## src/rtl/crb_pkg.sv

```systemverilog
package crb_pkg;

  // Field widths fixed by the interface.
  localparam int XW       = 24;
  localparam int VALW     = 32;
  localparam int CNTW_OUT = 6;
  localparam int TOLW     = 16;

  // Configuration port.
  localparam int CFG_INDEX_W = 3;
  localparam int CFG_DATA_W  = 24;

  localparam logic [CFG_INDEX_W-1:0] REG_COEF_CUBE   = 3'd0;
  localparam logic [CFG_INDEX_W-1:0] REG_COEF_SQUARE = 3'd1;
  localparam logic [CFG_INDEX_W-1:0] REG_COEF_LINEAR = 3'd2;
  localparam logic [CFG_INDEX_W-1:0] REG_COEF_CONST  = 3'd3;
  localparam logic [CFG_INDEX_W-1:0] REG_TOLERANCE   = 3'd4;

  // Register reset values.
  localparam logic signed [XW-1:0] RST_COEF_CUBE   = 24'sd131072;
  localparam logic signed [XW-1:0] RST_COEF_SQUARE = -24'sd65536;
  localparam logic signed [XW-1:0] RST_COEF_LINEAR = 24'sd1310720;
  localparam logic signed [XW-1:0] RST_COEF_CONST  = -24'sd3276800;
  localparam logic [TOLW-1:0]      RST_TOLERANCE   = 16'd66;

  // Horner accumulator: saturates to [-2^39, 2^39], so 41 bits signed.
  localparam int ACCW  = 41;
  // The accumulator is multiplied in two pieces: low 20 bits and high 21 bits.
  localparam int LO_W  = 20;
  localparam int HI_W  = ACCW - LO_W;
  localparam int MULW  = HI_W + XW;
  localparam int PRODW = MULW + LO_W;

  localparam logic signed [PRODW-1:0] ACC_MAX = 65'sh0_0000_0080_0000_0000;
  localparam logic signed [PRODW-1:0] ACC_MIN = -65'sh0_0000_0080_0000_0000;

  localparam logic signed [ACCW-1:0] VAL_MAX = 41'sd2147483647;
  localparam logic signed [ACCW-1:0] VAL_MIN = -41'sd2147483648;

  typedef struct packed {
    logic signed [XW-1:0] left_bound;
    logic signed [XW-1:0] right_bound;
  } in_t;

  typedef struct packed {
    logic signed [XW-1:0]   root;
    logic signed [VALW-1:0] value_at_root;
    logic [CNTW_OUT-1:0]    iteration_count;
    logic                   hit_limit;
  } out_t;

  typedef struct packed {
    logic signed [XW-1:0] coef_cube;
    logic signed [XW-1:0] coef_square;
    logic signed [XW-1:0] coef_linear;
    logic signed [XW-1:0] coef_const;
    logic [TOLW-1:0]      tolerance;
  } cfg_t;

  typedef enum logic [1:0] {
    COEF_SQUARE,
    COEF_LINEAR,
    COEF_CONST
  } coef_sel_t;

  // Commands from the controller to the datapath.
  typedef struct packed {
    logic      load;
    logic      acc_init;
    logic      mul_lo_en;
    logic      mul_hi_en;
    logic      sum_en;
    logic      acc_en;
    coef_sel_t coef_sel;
    logic      save_sl;
    logic      mid;
    logic      update;
  } cmd_t;

  // Status from the datapath to the controller.
  typedef struct packed {
    logic conv;
    logic go_left;
  } status_t;

endpackage

```

## src/rtl/crb_dp.sv

```systemverilog
module crb_dp #(
  parameter int FRACTION_BITS = 16
) (
  input  logic                                 clk,
  input  crb_pkg::cfg_t                        cfg,
  input  crb_pkg::in_t                         in_data,
  input  crb_pkg::cmd_t                        cmd,
  output crb_pkg::status_t                     status,
  output logic signed [crb_pkg::XW-1:0]        root,
  output logic signed [crb_pkg::ACCW-1:0]      acc_value
);

  // Bracket, midpoint and evaluation point.
  logic signed [crb_pkg::XW-1:0]    l;
  logic signed [crb_pkg::XW-1:0]    r;
  logic signed [crb_pkg::XW-1:0]    m;
  logic signed [crb_pkg::XW-1:0]    x;
  // Horner accumulator and partial products.
  logic signed [crb_pkg::ACCW-1:0]  acc;
  logic signed [crb_pkg::MULW-1:0]  p_lo;
  logic signed [crb_pkg::MULW-1:0]  p_hi;
  logic signed [crb_pkg::PRODW-1:0] prod;
  // Sign of the cubic at the left end.
  logic                             sl_zero;
  logic                             sl_neg;

  logic signed [crb_pkg::XW:0]      mid_sum;
  logic signed [crb_pkg::HI_W-1:0]  mul_a;
  logic signed [crb_pkg::MULW-1:0]  mul_out;
  logic signed [crb_pkg::PRODW-1:0] shifted;
  logic signed [crb_pkg::XW-1:0]    coef;
  logic signed [crb_pkg::PRODW-1:0] acc_sum;
  logic signed [crb_pkg::PRODW-1:0] acc_clamped;
  logic                             acc_zero;
  logic                             acc_neg;
  logic                             go_left;
  logic signed [crb_pkg::XW-1:0]    side;
  logic signed [crb_pkg::XW:0]      diff;
  logic [crb_pkg::XW:0]             gap;

  // Midpoint: floor of the half sum, taken from the 25 bit sum.
  assign mid_sum = {l[crb_pkg::XW-1], l} + {r[crb_pkg::XW-1], r};

  // Shared signed multiplier, used once for each half of the accumulator.
  assign mul_a   = cmd.mul_hi_en ? acc[crb_pkg::ACCW-1:crb_pkg::LO_W]
                                 : {1'b0, acc[crb_pkg::LO_W-1:0]};
  assign mul_out = mul_a * x;

  // Rescale the product, add the next coefficient and saturate.
  assign shifted = prod >>> FRACTION_BITS;

  always_comb begin
    case (cmd.coef_sel)
      crb_pkg::COEF_SQUARE: coef = cfg.coef_square;
      crb_pkg::COEF_LINEAR: coef = cfg.coef_linear;
      default:              coef = cfg.coef_const;
    endcase
  end

  assign acc_sum = shifted + {{(crb_pkg::PRODW-crb_pkg::XW){coef[crb_pkg::XW-1]}}, coef};

  always_comb begin
    if (acc_sum > crb_pkg::ACC_MAX) begin
      acc_clamped = crb_pkg::ACC_MAX;
    end else if (acc_sum < crb_pkg::ACC_MIN) begin
      acc_clamped = crb_pkg::ACC_MIN;
    end else begin
      acc_clamped = acc_sum;
    end
  end

  // Sign test: the midpoint value shares the nonzero sign of the left end.
  assign acc_zero = (acc == '0);
  assign acc_neg  = acc[crb_pkg::ACCW-1];
  assign go_left  = !acc_zero && !sl_zero && (acc_neg == sl_neg);

  // Distance from the midpoint to the end it would replace.
  assign side = go_left ? l : m;
  always_comb begin
    if (go_left) begin
      diff = {side[crb_pkg::XW-1], side} - {m[crb_pkg::XW-1], m};
    end else begin
      diff = {r[crb_pkg::XW-1], r} - {m[crb_pkg::XW-1], m};
    end
    gap = diff[crb_pkg::XW] ? '0 - diff : diff;
  end

  assign status.go_left = go_left;
  assign status.conv    = (gap < {{(crb_pkg::XW+1-crb_pkg::TOLW){1'b0}}, cfg.tolerance});

  // Datapath registers.
  always_ff @(posedge clk) begin
    if (cmd.load) begin
      l <= in_data.left_bound;
      r <= in_data.right_bound;
      x <= in_data.left_bound;
    end
    if (cmd.mid) begin
      m <= mid_sum[crb_pkg::XW:1];
      x <= mid_sum[crb_pkg::XW:1];
    end
    if (cmd.update) begin
      if (go_left) begin
        l       <= m;
        sl_zero <= 1'b0;
        sl_neg  <= acc_neg;
      end else begin
        r <= m;
      end
    end
    if (cmd.save_sl) begin
      sl_zero <= acc_zero;
      sl_neg  <= acc_neg;
    end
    if (cmd.acc_init) begin
      acc <= {{(crb_pkg::ACCW-crb_pkg::XW){cfg.coef_cube[crb_pkg::XW-1]}}, cfg.coef_cube};
    end
    if (cmd.mul_lo_en) begin
      p_lo <= mul_out;
    end
    if (cmd.mul_hi_en) begin
      p_hi <= mul_out;
    end
    if (cmd.sum_en) begin
      prod <= {p_hi, {crb_pkg::LO_W{1'b0}}}
            + {{(crb_pkg::PRODW-crb_pkg::MULW){p_lo[crb_pkg::MULW-1]}}, p_lo};
    end
    if (cmd.acc_en) begin
      acc <= acc_clamped[crb_pkg::ACCW-1:0];
    end
  end

  assign root      = m;
  assign acc_value = acc;

endmodule

```

## src/rtl/crb_ctrl.sv

```systemverilog
module crb_ctrl #(
  parameter int MAX_ITERATIONS = 40,
  parameter int CNT_W          = 6
) (
  input  logic             clk,
  input  logic             rst,
  input  logic             in_valid,
  input  logic             out_free,
  input  crb_pkg::status_t status,
  output crb_pkg::cmd_t    cmd,
  output logic             in_ready,
  output logic             out_load,
  output logic [CNT_W-1:0] count,
  output logic             hit
);

  typedef enum logic [3:0] {
    S_IDLE,
    S_INIT,
    S_MUL_LO,
    S_MUL_HI,
    S_SUM,
    S_ACC,
    S_SAVE_SL,
    S_MID,
    S_DECIDE,
    S_FINISH
  } state_t;

  localparam logic [CNT_W-1:0] CNT_MAX = CNT_W'(MAX_ITERATIONS);

  state_t     state;
  logic [1:0] step;
  logic       eval_left;

  // Sequencer: cubic at the left end once, then one cubic per halving.
  always_ff @(posedge clk) begin
    if (rst) begin
      state     <= S_IDLE;
      count     <= '0;
      hit       <= 1'b0;
      step      <= '0;
      eval_left <= 1'b0;
    end else begin
      unique case (state)
        S_IDLE: begin
          if (in_valid) begin
            count     <= '0;
            eval_left <= 1'b1;
            state     <= S_INIT;
          end
        end
        S_INIT: begin
          step  <= '0;
          state <= S_MUL_LO;
        end
        S_MUL_LO: state <= S_MUL_HI;
        S_MUL_HI: state <= S_SUM;
        S_SUM:    state <= S_ACC;
        S_ACC: begin
          if (step == 2'd2) begin
            state <= eval_left ? S_SAVE_SL : S_DECIDE;
          end else begin
            step  <= step + 2'd1;
            state <= S_MUL_LO;
          end
        end
        S_SAVE_SL: begin
          eval_left <= 1'b0;
          state     <= S_MID;
        end
        S_MID: begin
          count <= count + 1'b1;
          state <= S_INIT;
        end
        S_DECIDE: begin
          if (status.conv) begin
            hit   <= 1'b0;
            state <= S_FINISH;
          end else if (count == CNT_MAX) begin
            hit   <= 1'b1;
            state <= S_FINISH;
          end else begin
            state <= S_MID;
          end
        end
        S_FINISH: begin
          if (out_free) begin
            state <= S_IDLE;
          end
        end
        default: state <= S_IDLE;
      endcase
    end
  end

  // Datapath commands decoded from the state.
  always_comb begin
    cmd           = '0;
    cmd.load      = (state == S_IDLE) && in_valid;
    cmd.acc_init  = (state == S_INIT);
    cmd.mul_lo_en = (state == S_MUL_LO);
    cmd.mul_hi_en = (state == S_MUL_HI);
    cmd.sum_en    = (state == S_SUM);
    cmd.acc_en    = (state == S_ACC);
    cmd.save_sl   = (state == S_SAVE_SL);
    cmd.mid       = (state == S_MID);
    cmd.update    = (state == S_DECIDE) && !status.conv;
    case (step)
      2'd0:    cmd.coef_sel = crb_pkg::COEF_SQUARE;
      2'd1:    cmd.coef_sel = crb_pkg::COEF_LINEAR;
      default: cmd.coef_sel = crb_pkg::COEF_CONST;
    endcase
  end

  assign in_ready = (state == S_IDLE);
  assign out_load = (state == S_FINISH) && out_free;

`ifndef SYNTH
  // The halving count never passes the cap.
  a_count_cap: assert property (@(posedge clk) disable iff (rst)
    count <= CNT_MAX)
    else $error("iteration count above cap");

  // A new halving only starts below the cap.
  a_mid_below_cap: assert property (@(posedge clk) disable iff (rst)
    (state == S_MID) |-> (count < CNT_MAX))
    else $error("halving started at the cap");

  // A result flagged as capped carries the full iteration count.
  a_hit_count: assert property (@(posedge clk) disable iff (rst)
    (out_load && hit) |-> (count == CNT_MAX))
    else $error("cap flag without full count");

  // Horner step counter covers the three coefficients only.
  a_step_range: assert property (@(posedge clk) disable iff (rst)
    (state == S_ACC) |-> (step != 2'd3))
    else $error("Horner step out of range");
`endif

endmodule

```

## src/rtl/cubic_root_bisection_core.sv

```systemverilog
// Bisection root finder for a cubic with configurable coefficients.
// Input channel (in_valid/in_ready/in_data) takes one item: a starting bracket
// of two signed Q8.16 bounds. Output channel (out_valid/out_ready/out_data)
// returns one item per input: the final midpoint, the cubic there saturated to
// Q16.16, the number of halvings and a flag set when the iteration cap ended
// the search. Coefficients and tolerance are written through cfg_we, cfg_index
// and cfg_data; the user must do so only while the block is idle, which the
// block does not enforce itself; an unused index is ignored. One item is
// worked on at a time. The cubic is evaluated by Horner's rule on one shared
// 21x24 multiplier, each Horner step being two partial products, a sum and a
// rescale with saturation. The left end is evaluated once; each halving then
// forms the midpoint, evaluates the cubic there and decides. The iteration
// count is at most MAX_ITERATIONS. The result sits in an output register;
// in_ready rises again as soon as it is loaded, so the next item starts while
// the receiver stalls. If the previous result is still held, the finished
// item waits until that one is taken. Reset (rst, synchronous) empties the
// output register, stops any search and restores the default coefficients
// and tolerance.
module cubic_root_bisection_core #(
  parameter int MAX_ITERATIONS = 40,
  parameter int FRACTION_BITS  = 16
) (
  input  logic                               clk,
  input  logic                               rst,
  input  logic                               in_valid,
  output logic                               in_ready,
  input  crb_pkg::in_t                       in_data,
  output logic                               out_valid,
  input  logic                               out_ready,
  output crb_pkg::out_t                      out_data,
  input  logic                               cfg_we,
  input  logic [crb_pkg::CFG_INDEX_W-1:0]    cfg_index,
  input  logic [crb_pkg::CFG_DATA_W-1:0]     cfg_data
);

  localparam int CNT_W = $clog2(MAX_ITERATIONS + 1);

  crb_pkg::cfg_t                     cfg;
  crb_pkg::cmd_t                     cmd;
  crb_pkg::status_t                  status;
  logic                              out_free;
  logic                              out_load;
  logic [CNT_W-1:0]                  count;
  logic                              hit;
  logic signed [crb_pkg::XW-1:0]     root;
  logic signed [crb_pkg::ACCW-1:0]   acc_value;
  logic [6:0]                        count_ext;
  logic [crb_pkg::CNTW_OUT-1:0]      count_sat;
  logic signed [crb_pkg::VALW-1:0]   value_sat;

  // Configuration registers.
  always_ff @(posedge clk) begin
    if (rst) begin
      cfg.coef_cube   <= crb_pkg::RST_COEF_CUBE;
      cfg.coef_square <= crb_pkg::RST_COEF_SQUARE;
      cfg.coef_linear <= crb_pkg::RST_COEF_LINEAR;
      cfg.coef_const  <= crb_pkg::RST_COEF_CONST;
      cfg.tolerance   <= crb_pkg::RST_TOLERANCE;
    end else if (cfg_we) begin
      unique case (cfg_index)
        crb_pkg::REG_COEF_CUBE:   cfg.coef_cube   <= cfg_data;
        crb_pkg::REG_COEF_SQUARE: cfg.coef_square <= cfg_data;
        crb_pkg::REG_COEF_LINEAR: cfg.coef_linear <= cfg_data;
        crb_pkg::REG_COEF_CONST:  cfg.coef_const  <= cfg_data;
        crb_pkg::REG_TOLERANCE:   cfg.tolerance   <= cfg_data[crb_pkg::TOLW-1:0];
        default: ;
      endcase
    end
  end

  crb_ctrl #(
    .MAX_ITERATIONS (MAX_ITERATIONS),
    .CNT_W          (CNT_W)
  ) u_ctrl (
    .clk      (clk),
    .rst      (rst),
    .in_valid (in_valid),
    .out_free (out_free),
    .status   (status),
    .cmd      (cmd),
    .in_ready (in_ready),
    .out_load (out_load),
    .count    (count),
    .hit      (hit)
  );

  crb_dp #(
    .FRACTION_BITS (FRACTION_BITS)
  ) u_dp (
    .clk       (clk),
    .cfg       (cfg),
    .in_data   (in_data),
    .cmd       (cmd),
    .status    (status),
    .root      (root),
    .acc_value (acc_value)
  );

  // Saturate the value to 32 bits and the count to 6 bits.
  always_comb begin
    if (acc_value > crb_pkg::VAL_MAX) begin
      value_sat = crb_pkg::VAL_MAX[crb_pkg::VALW-1:0];
    end else if (acc_value < crb_pkg::VAL_MIN) begin
      value_sat = crb_pkg::VAL_MIN[crb_pkg::VALW-1:0];
    end else begin
      value_sat = acc_value[crb_pkg::VALW-1:0];
    end
    count_ext = 7'(count);
    count_sat = (count_ext > 7'd63) ? 6'd63 : count_ext[crb_pkg::CNTW_OUT-1:0];
  end

  // Output register: free when empty or being taken this cycle.
  assign out_free = !out_valid || out_ready;

  always_ff @(posedge clk) begin
    if (rst) begin
      out_valid <= 1'b0;
    end else if (out_load) begin
      out_valid <= 1'b1;
    end else if (out_ready) begin
      out_valid <= 1'b0;
    end
  end

  always_ff @(posedge clk) begin
    if (out_load) begin
      out_data.root            <= root;
      out_data.value_at_root   <= value_sat;
      out_data.iteration_count <= count_sat;
      out_data.hit_limit       <= hit;
    end
  end

endmodule

```

## config.mk

```make
export PLATFORM = sky130hd
export DESIGN_NAME = cubic_root_bisection_core
export DESIGN_NICKNAME = d
export VERILOG_FILES = /design/src/rtl/crb_pkg.sv /design/src/rtl/crb_dp.sv /design/src/rtl/crb_ctrl.sv /design/src/rtl/cubic_root_bisection_core.sv
export SDC_FILE = /design/constraint.sdc
export NUM_CORES = 2
export LEC_CHECK = 0
export BUFFER_PORTS_ARGS = -buffer_cell sky130_fd_sc_hd__buf_2
export CAP_MARGIN = 20
export CORE_MARGIN = 2
export CORE_UTILIZATION = 35
export DETAILED_ROUTE_END_ITERATION = 10
export PLACE_DENSITY_LB_ADDON = 0.25
export SLEW_MARGIN = 10
export SYNTH_ARGS = -nofsm -noshare
export SYNTH_HDL_FRONTEND = slang
export SYNTH_HIERARCHICAL = 1
export SYNTH_SLANG_ARGS = --single-unit
```

## constraint.sdc

```tcl
create_clock -name clk -period 20.8 [get_ports clk]
set_clock_uncertainty 0.15 [all_clocks]
set_input_delay 5.2 -clock clk [delete_from_list [all_inputs] [get_ports clk]]
set_output_delay 5.2 -clock clk [all_outputs]
set_load 0.03 [all_outputs]
```

# After elaboration in Yosys (flattened, before gate mapping)
# Index checks and enable logic that the tools add are counted.
# classes
addsub	8
n_mul	1
order_cmp	5
eq_ne	21
muxes	42
n_reduce_logical	34
# op_table
operator	n
$mux W24	9
$mux W41	4
$add A65 B65 Y65	1
$add A49 B24 Y50	1
$gt A50 B41 Y1 const B	1
$lt A50 B40 Y1 const B	1
$mux W25	2
$sub A24 B24 Y25	2
$pmux W24 S2	1
$mul A21 B24 Y45	1
$gt A41 B32 Y1 const B	1
$logic_not A41 Y1	1
$lt A41 B32 Y1 const B	1
$pmux W4 S10	1
$mux W32	1
$add A24 B24 Y25	1
$lt A25 B16 Y1	1
$sub A1 B25 Y25 const A	1
$mux W4	6
$reduce_and A2 Y1	11
$mux W21	1
$eq A4 B3 Y1 const B	4
$reduce_bool A2 Y1	8
$pmux W6 S2	1
other kinds (25)	49
# word_totals
reg_bits	484
output_inout_bits	65

# Depth between registers and ports, before layout
# logic_depth
depth_word	14
mapped_depth	39

# By module
# The synthesis kept the hierarchy.
# modules_own_cells
mod	instances	cells_per_inst	area_per_inst_um2	seq_area_each_um2
crb_dp	1	4162	37925.1	7387.1
cubic_root_bisection_core	1	686	6886.6	4154.0
crb_ctrl	1	116	944.7	280.3

# Worst setup path after synthesis
# Ideal clock, no wire load.
# synth_path
path_type	reg-to-reg
start	reg u_ctrl.state[0]
end	reg u_dp/p_hi[44] in the netlist's numbering, data pin
setup_ps	264
arrival_time_ps	11769
required_time_ps	20386
setup_slack_ps	8617
path_stages_with_launch	32
path_buffers	4
synth_period_minus_slack_ps	12183
cell_sequence	dfxtp_1 > buf_6 > clkbuf_1 > nand2_1 > nor3_1 > clkbuf_1 > mux2i_1 > clkbuf_1 > nor2b_1 > fa_1 > inv_1 > fa_1 > fa_1 > inv_1 > fa_1 > inv_1 > fa_1 > fa_1 > fa_1 > inv_1 > ha_1 > a21o_1 > a21o_1 > a2111oi_0 > o41ai_1 > a31oi_1 > o211ai_1 > a31oi_1 > nor3b_1 > or4_1 > a221o_1 > xnor2_1
# synth_rtl
element	line_no	source
start, declared	crb_ctrl.sv:32	state_t state;
start signal, assigned	crb_ctrl.sv:62	state <= eval_left ? S_SAVE_SL : S_DECIDE;
end signal, assigned	crb_dp.sv:122	p_hi <= mul_out;
end, declared	crb_dp.sv:21	logic signed [crb_pkg::MULW-1:0] p_hi;

==> results.md <==
- TritonCTS buffer count: 51
- Final setup vio count: 0
- Min-Delay Path Class: reg -> reg
- Max-Cap Viols: 0
- FP Rows: 132
- Synthesized area: 0.0457 sq mm
- Setup_tns: 0 ns
- Area growth syn-to-layout: 8.79%
- Post-synthesis average cell area: 9.22 sq um
- Startpoint types: register
- GPL Wtd Cong: 0.921
- Setup slack at placement: 10.76 ns
- Period Utilization, post-route: 48.6%
- Status: complete, no violations
- Clock Latency Late Sink: 0.63 ns
- Post-layout util: 38.4%
- Syn Inst Count: 4963
- Initial antenna violation count: 9
- Antenna Nets Post-Route: 0
- Largest net degree at the start of global routing: 86
- Placed Area: 0.0480 sq mm
- Headroom to the max-slew limit: 12.5%
- Post-Route M1 WL: 59.9 mm
- Fin. max-slew vios: 0
- CTS clock-pin slew for the worst setup and hold paths: 0.07 ns
- Slew at the pin closest to its max-slew limit: 1.31 ns
- CTS Buffer Depth: 3
- Most frequent CP cell: fa_1
- CORE AREA: 0.130 sq mm
- Clock sink total: 452
- Crit Path Category: reg -> reg
- RSZ-0062 raised after global routing: no
- Fraction of layout cells with a size suffix above 1: 8.44%
- # nets final: 5828
- Initial DRC Count: 2557
- Die X: 366 um
- Crit path DAT: 10.31 ns
- CTS tree: built
- Vias in the first global route: 34507
- Post-CTS Setup Bufs: 0
- Syn Nets: 5842
- Full die area: 0.134 sq mm
- CP max stage delay: 0.70 ns
- CP Capture Type: register
- Root Buffer: clkbuf_16
- Die height: 366 um
- Final Worst Setup Slack: 10.68 ns
- # DRC: 0
- Highest routed metal layer: met4
- DRT Pass-1 Iters: 6
- Global-route wire length before repair: 210 mm
- Via-to-Cell Ratio: 5.21
- Met2 wire length: 68.5 mm
- Vias: 35077
- Final Hold Fails: 0
- WL/cell: 20.4 um
- Critical path buffers and inverters: 7
- Initial cell density of the core: 35.3%
- Total gr overflow: 0
- Min cycle time layout: 10.12 ns
- DP Wirelength: 107 mm
- IO Pins: 145
- Cell area after layout: 0.0498 sq mm
- Fmax: 0.0989 GHz
- Number of H-tree levels: 2
- Slowest-stage cell, CP: mux2_2
- Fill count: 13032
- CP top delay family: adder cells
- PostCTS Resize Cnt: 0
- PortBufs: 144
- Total global-route track usage: 20.5%
- Req. time, crit path: 21.00 ns
- Hold buffers post-CTS: 0
- Critical-path maximum fanout: 47
- Synth warn: 6
- Routed Wire Length: 137 mm
- Met3 wire len: 5.54 mm
==> cells in the final DEF (no fill, tap or decap), types with 52 or more instances in the layout <==
cell,n
nand2_1,691
nand3_1,97
nor2_1,175
o21ai_0,152
nor2b_1,83
a21oi_1,307
a21o_1,80
xnor2_1,119
inv_1,698
dfxtp_1,175
and2_1,160
clkbuf_16,52
ha_1,279
edfxtp_1,277
buf_4,60
xor2_1,59
buf_2,143
fa_1,520
mux2i_1,77
==> path summary, 6_finish.rpt <==
kind                                 startpoint             to  slack, ns  depth (start not counted)
worst max-delay path            u_ctrl/state[1]  u_dp/p_hi[44]      10.68                         28
worst min-delay path              u_dp/p_lo[18]  u_dp/prod[18]       0.28                          0
worst max register to register  u_ctrl/state[1]  u_dp/p_hi[44]      10.68                         28
worst min register to register    u_dp/p_lo[18]  u_dp/prod[18]       0.28                          0
==> area by class of cell <==
class                   instances  area (sq um)  share of cell area, %
multi-input cells            3543         30200                   60.8
repair buffers                203          1170                   2.34
inverters                     698          2620                   5.26
clock buffers                  66          1380                   2.77
diodes                          2          5.00                 0.0101
clock inverters                29           354                  0.711
well taps                    1742          2180                   4.38
flip-flops and latches        452         11800                   23.8
==> sequential cells by signal (all words and copies together) (netlist names), 2 cells and up <==
signal          count
out_data           63
u_dp/l             24
u_ctrl/state        4
cfg               112
u_dp/acc_value     41
u_ctrl/count        6
u_ctrl/step         2
u_dp/p_lo          29
u_dp/p_hi          45
u_dp/root          24
u_dp/x             24
u_dp/r             24
u_dp/prod          49
==> layer usage <==
layer,track usage [%],vias to the layer above
li1,-,16503
met1,27.1,17624
met2,35.8,801
met3,2.21,149
met4,4.74,0
met5,0,-
==> worst register-to-register path, delay by kind of cell, from the launching register on <==
| family | cells | cell delay [ns] |
|---|---|---|
| xor gates and xnor gates | 1 | 0.15 |
| DFF | 1 | 0.65 |
| and+or+nand+nor | 5 | 1.05 |
| muxes | 1 | 0.72 |
| adders and majority gates | 8 | 3.81 |
| buffers and inverters | 7 | 1.21 |
| AOI/OAI and AO/OA | 6 | 2.09 |
==> stage by stage <==
| stage | instances | hold WS [ns] |
|---|---|---|
| after floorplan | 4963 | 0.250 |
| after global placement | 6637 | 0.258 |
| after detailed placement | 6637 | 0.273 |
| after CTS | 6732 | 0.284 |
| after global routing | 6733 | 0.288 |
| final | 6735 | 0.283 |
Power is not shown: default switching activity piles up to over one toggle a cycle in this logic, so the estimate is an artifact.
